--- config.mk ---
export PLATFORM = sky130hd
export DESIGN_NAME = lsg_ctrl
export DESIGN_NICKNAME = d
export VERILOG_FILES = /design/src/lsg_pkg.sv /design/src/lsg_ctrl.sv
export SDC_FILE = /design/constraint.sdc
export NUM_CORES = 1
export LEC_CHECK = 0
export BUFFER_PORTS_ARGS = -buffer_cell sky130_fd_sc_hd__buf_2
export CAP_MARGIN = 20
export CORE_AREA = 2 2 39 41
export DETAILED_ROUTE_END_ITERATION = 10
export DIE_AREA = 0 0 41 43
export GPL_TIMING_DRIVEN = 0
export PLACE_DENSITY = 0.5
export SLEW_MARGIN = 10
export SYNTH_ARGS = -nofsm -noshare
export SYNTH_HDL_FRONTEND = slang
export SYNTH_SLANG_ARGS = --single-unit
--- constraint.sdc ---
create_clock -name clk_i -period 1.4 [get_ports clk_i]
set_input_delay 0.21 -clock clk_i [delete_from_list [all_inputs] [get_ports clk_i]]
set_output_delay 0.21 -clock clk_i [all_outputs]
set_load 0.01 [all_outputs]
--- src/lsg_pkg.sv ---
// Shared types, constants and helper functions of the lens shading grid gain unit.
`default_nettype none

package lsg_pkg;

  localparam int GRID_ROWS  = 31;
  localparam int GRID_COLS  = 32;
  localparam int TABLE_SIZE = GRID_ROWS * GRID_COLS;
  localparam int TBL_AW     = $clog2(TABLE_SIZE);

  localparam int GAIN_W  = 14;
  localparam int PIX_W   = 16;
  localparam int PIX14_W = 14;
  localparam int STEP_W  = 16;
  localparam int TY_W    = 24;
  localparam int GS_W    = 24;
  localparam int PROD_W  = 40;
  localparam int PP_W    = 36;

  localparam logic [STEP_W-1:0]  STEP_ONE   = 16'h8000;
  localparam logic [PROD_W-1:0]  FRAC_ROUND = 40'd16383;
  localparam logic [PP_W:0]      GAIN_ROUND = 37'd512;
  localparam logic [PIX14_W-1:0] PIX_MAX    = 14'd16383;

  localparam int CFG_IDX_W  = 3;
  localparam int CFG_DATA_W = 8;

  localparam logic [CFG_IDX_W-1:0] REG_BYPASS        = 3'd0;
  localparam logic [CFG_IDX_W-1:0] REG_BLOCK_WIDTH   = 3'd1;
  localparam logic [CFG_IDX_W-1:0] REG_BLOCK_HEIGHT  = 3'd2;
  localparam logic [CFG_IDX_W-1:0] REG_START_COL_BLK = 3'd3;
  localparam logic [CFG_IDX_W-1:0] REG_START_COL_OFF = 3'd4;
  localparam logic [CFG_IDX_W-1:0] REG_START_ROW_BLK = 3'd5;
  localparam logic [CFG_IDX_W-1:0] REG_START_ROW_OFF = 3'd6;

  typedef struct packed {
    logic       bypass_enable;
    logic [7:0] block_width;
    logic [7:0] block_height;
    logic [5:0] start_col_block;
    logic [7:0] start_col_offset;
    logic [4:0] start_row_block;
    logic [7:0] start_row_offset;
  } lsg_cfg_t;

  typedef struct packed {
    logic take;
    logic rd_top;
    logic rd_bot;
    logic mul_top;
    logic mul_bot;
    logic blend_bot;
    logic mul_y;
    logic blend_y;
    logic mul_pix;
    logic out_load;
  } lsg_cmd_t;

  typedef struct packed {
    logic step_ok;
    logic in_valid;
    logic in_is_pixel;
    logic bypass;
    logic out_free;
  } lsg_sts_t;

  function automatic logic [4:0] clamp_row(input logic [5:0] b);
    return (b > 6'(GRID_ROWS - 2)) ? 5'(GRID_ROWS - 2) : b[4:0];
  endfunction

  function automatic logic [5:0] clamp_col(input logic [6:0] b);
    return (b > 7'(GRID_COLS - 2)) ? 6'(GRID_COLS - 2) : b[5:0];
  endfunction

  function automatic logic [TBL_AW-1:0] tbl_addr(input logic [4:0] r, input logic [6:0] c);
    return TBL_AW'(int'(r) * GRID_COLS + int'(c));
  endfunction

  function automatic logic signed [GS_W-1:0] blend_add(input logic signed [GS_W-1:0] a,
                                                       input logic signed [PROD_W-1:0] p);
    logic signed [PROD_W-1:0] s;
    logic signed [PROD_W-1:0] sh;
    s  = p + $signed(FRAC_ROUND);
    sh = s >>> 15;
    return a + sh[GS_W-1:0];
  endfunction

endpackage

`default_nettype wire

--- src/lsg_ctrl.sv ---
// Controller state machine that sequences table reads, blends and the output load.
`default_nettype none

module lsg_ctrl import lsg_pkg::*; (
  input  wire logic     clk_i,
  input  wire logic     rst_ni,
  input  wire lsg_sts_t sts_i,
  output logic          in_ready_o,
  output lsg_cmd_t      cmd_o
);

  typedef enum logic [3:0] {
    S_IDLE, S_RDT, S_RDB, S_MT, S_MB, S_GB, S_MY, S_GY, S_MP, S_OUT
  } state_e;

  state_e state_q;
  logic   take;

  assign in_ready_o = (state_q == S_IDLE) && sts_i.step_ok;
  assign take       = in_ready_o && sts_i.in_valid;

  always_comb begin
    cmd_o           = '0;
    cmd_o.take      = take;
    cmd_o.rd_top    = (state_q == S_RDT);
    cmd_o.rd_bot    = (state_q == S_RDB);
    cmd_o.mul_top   = (state_q == S_MT);
    cmd_o.mul_bot   = (state_q == S_MB);
    cmd_o.blend_bot = (state_q == S_GB);
    cmd_o.mul_y     = (state_q == S_MY);
    cmd_o.blend_y   = (state_q == S_GY);
    cmd_o.mul_pix   = (state_q == S_MP);
    cmd_o.out_load  = (state_q == S_OUT) && sts_i.out_free;
  end

  always_ff @(posedge clk_i or negedge rst_ni) begin
    if (!rst_ni) begin
      state_q <= S_IDLE;
    end else begin
      unique case (state_q)
        S_IDLE: begin
          if (take && sts_i.in_is_pixel) begin
            state_q <= sts_i.bypass ? S_OUT : S_RDT;
          end
        end
        S_RDT: state_q <= S_RDB;
        S_RDB: state_q <= S_MT;
        S_MT:  state_q <= S_MB;
        S_MB:  state_q <= S_GB;
        S_GB:  state_q <= S_MY;
        S_MY:  state_q <= S_GY;
        S_GY:  state_q <= S_MP;
        S_MP:  state_q <= S_OUT;
        S_OUT: begin
          if (sts_i.out_free) begin
            state_q <= S_IDLE;
          end
        end
        default: state_q <= S_IDLE;
      endcase
    end
  end

endmodule

`default_nettype wire

==> results.md <==
- IO Count: 18
- Port Buf Inserts: 17
- Design area: 601 um^2
- Number of H-tree levels: 1
- Worst Skew: 0.00132 ns
- Slew Viols, Final: 0
- Comb power frac: 0.689
- Starting Density: 0.225
- Main combinational cell family by area after synthesis: simple AND/OR/NAND/NOR gates
- Outcome: finished with violations
- Largest cells by area after synthesis: dfrtp_1 32%, nor2_1 8.4%, nand2b_1 8.0%
- Remaining global-route overflow: 0
- Syn Nets: 45
- Num CTS Buffers: 3
- Max_cap viols: 0
- Int Power: 0.751 mW
- Max reg flops: 4
- Final GP Congestion: 0.673
- Initial drt markers: 2
- F_max: 712 MHz
- CP max FO: 4
- Vias per cell: 4.48
- Simple-gate area share of the yosys netlist: 0.422
- Routed vias: approximately 380
- Core area: ~1400 um^2
- Row Count: 14
- Final setup violation count: 2
- Worst R2R Setup Slack: 0.05 ns
- Post-DP HPWL: about 570 um
- Area grow syn2layout: 92.8%
- TritonCTS clock tree: yes
- Leakage power: approximately 0.3 nW
- Tot GR Track Use: 0.106
- Synthesized area per cell: roughly 8.2 um^2
- Power density cells: 2120 nW/um^2
- Routed WL per cell: around 11 um
- Synth Cell Area: approximately 310 um^2
- Vias in the first global route: about 350
- Cell taking the most area after synthesis: dfrtp_1
- Cells after Synth: 38
- Worst EP required: between 1 and 1.5 ns
- Clock buffer depth: 2
- Max_slew headroom: 0.859
- Clock network latency to the later pin of the worst-skew pair: approximately 0.23 ns
- Worst Setup Path Type: flip-flop to output pin
- First-pass detailed-route iteration total: 2
- Clock power frac: 0.106
- Final Critical Period: around 1.4 ns
- Dpl cells: 71
- Ant. Diodes: 0
- Nets: 78
- Share of cells above drive strength 1: 0.710
- Register area share after synthesis: 0.321
- Peak supply drop: approximately 0.84 mV
- Initial antenna violation count: 0
- Worst slew pin tran: 0.210 ns
- Yosys warns: 0
- Antenna-violating nets left: 0
- Post-synthesis compound-gate area fraction: 0.145
- Die Wd: ~40 um
- Largest net degree at the start of global routing: 10
- Violated checks: setup timing
- DIE AREA: around 1800 um^2
- Post-place instance area: around 420 um^2
- Top cell type's share of synthesized area: 0.321
- Clock Sinks: 4
- Crit path top cell by count: buf_6
- Slowest cell on crit path: dfrtp_1
- Clock transition at the registers of the reported paths: 0.03 ns
- Post-layout worst setup margin: -0.00376 ns
- Worst setup EP type: output pin
- Sw Ratio: 0.410
- # DRC: 0
- Reg with most FFs: state_q
- Chip height: 43 um
- Synth cell types: 18
- DP Worst Slack: 0.0846 ns
- Critical path's largest stage delay: ~0.40 ns
- FF+latch count, synth: 4
- First-pass GRT wire length: 1270 um
- Post-Synth XOR/XNOR Area: 0.0281
- Net Sw Power: 0.522 mW
- Crit-path cells: buf_6 -> nor2_4 -> nand2_2 -> nor2_2 -> buf_6
- Final hold violations: 0
- RSZ-0062 raised after global routing: yes
- Fin crit share: 1.00
- Final Non-Filler Cells: 85
- CP delay by family, top: flip-flops
- Critical Path AT: 1.19 ns
- Post-Synth Adder-Cell Area: 0
- Buf/Inv on CP: 2
- Root buffer cell: clkbuf_4
- Worst Setup Start Kind: flip-flop
- Drt total wl: approximately 960 um
- Seq pwr share: 0.205
- Top Registers: state_q (4)
- Multiplexer area fraction after synthesis: 0
- Hold Path Class: primary input to asynchronous set/reset pin
[cells in the mapped netlist]
cell,count
a21oi_1,1
a21oi_2,1
a221oi_2,1
and3_1,2
buf_4,2
buf_6,1
dfrtp_1,4
nand2_1,3
nand2b_1,4
nand3b_1,1
nor2_1,7
nor2_2,1
nor3_1,5
nor4b_1,1
o21bai_1,1
o22a_1,1
or2_4,1
xor2_1,1
[power groups by stage]
stage	clock network, mW	registers, mW	logic [mW]
after CTS	0.146	0.236	0.734
after global placement	0	0.235	0.529
after floorplan	0	0.217	0.396
final	0.135	0.260	0.877
after global routing	0.147	0.267	0.939
after detailed placement	0	0.236	0.527
[final cells by class]
class,instances,area (um^2)
fill,152,783
multi-input combinational,31,238
timing repair buffer,29,195
sequential,4,103
clock buffer,3,22.5
buffer,2,22.5
tap,16,20.0
[layout by cell type (no fill, tap or decap), drive strengths merged]
cell,n
a21oi,2
a221oi,1
and3,2
buf,30
clkbuf,3
dfrtp,4
dlygate4sd3,1
nand2,3
nand2b,4
nand3b,1
nor2,8
nor3,5
nor4b,1
o21bai,1
o22a,1
or2,1
xor2,1
[layer usage]
layer / up-vias / track usage / part of all wire
met5: - / 0 / 0
met4: 0 / 0.0600 / 0
li1: 193 / - / -
met2: 9 / 0.191 / 0.59
met1: 179 / 0.104 / 0.37
met3: 0 / 0.0157 / 0.041
[timing repair]
item                                    in CTS  in global routing
pin swaps                                    1                  5
hold buffers                                 1                  0
buffers inserted                             8                  3
endpoints found under the hold margin        4                  0
gates cloned                                 0                  0
gates resized for setup                      9                 11
endpoints found under the setup margin       4                 12
[per-stage QoR]
stage | utilization | setup TNS [ns] | hold slack (ns) | total power, mW
6_report | 0.434 | -0.00512 | 0.315 | 1.27
5_1_grt | 0.434 | -0.192 | 0.339 | 1.35
4_1_cts | 0.391 | -0.00331 | 0.304 | 1.12
3_5_place_dp | 0.301 | 0 | 0.0183 | 0.763
3_3_place_gp | 0.301 | 0 | 0.0149 | 0.764
2_1_floorplan | - | 0 | -0.0856 | 0.614
[path summary, 6_finish.rpt]
kind / start / endpoint / cells after the start
worst max register to register: state_q[3]$_DFFE_PN0P_ / state_q[3]$_DFFE_PN0P_ / 7
min in group clk_i: sts_i[0] / state_q[0]$_DFFE_PN0P_ / 3
worst max-delay path: state_q[3]$_DFFE_PN0P_ / cmd_o[9] / 5
max in group asynchronous: rst_ni / state_q[1]$_DFFE_PN0P_ / 2
worst min-delay path: rst_ni / state_q[3]$_DFFE_PN0P_ / 2
worst min register to register: state_q[0]$_DFFE_PN0P_ / state_q[0]$_DFFE_PN0P_ / 1
[cell families (layout without fill, tap and decap cells)]
family	count (synthesis)	in the layout
AND/OR/NAND/NOR	25	25
AO/OA/AOI/OAI	5	5
flip-flops	4	4
buffers and inverters	3	34
XOR/XNOR	1	1
No activity file was read; power rests on OpenSTA's default activity.
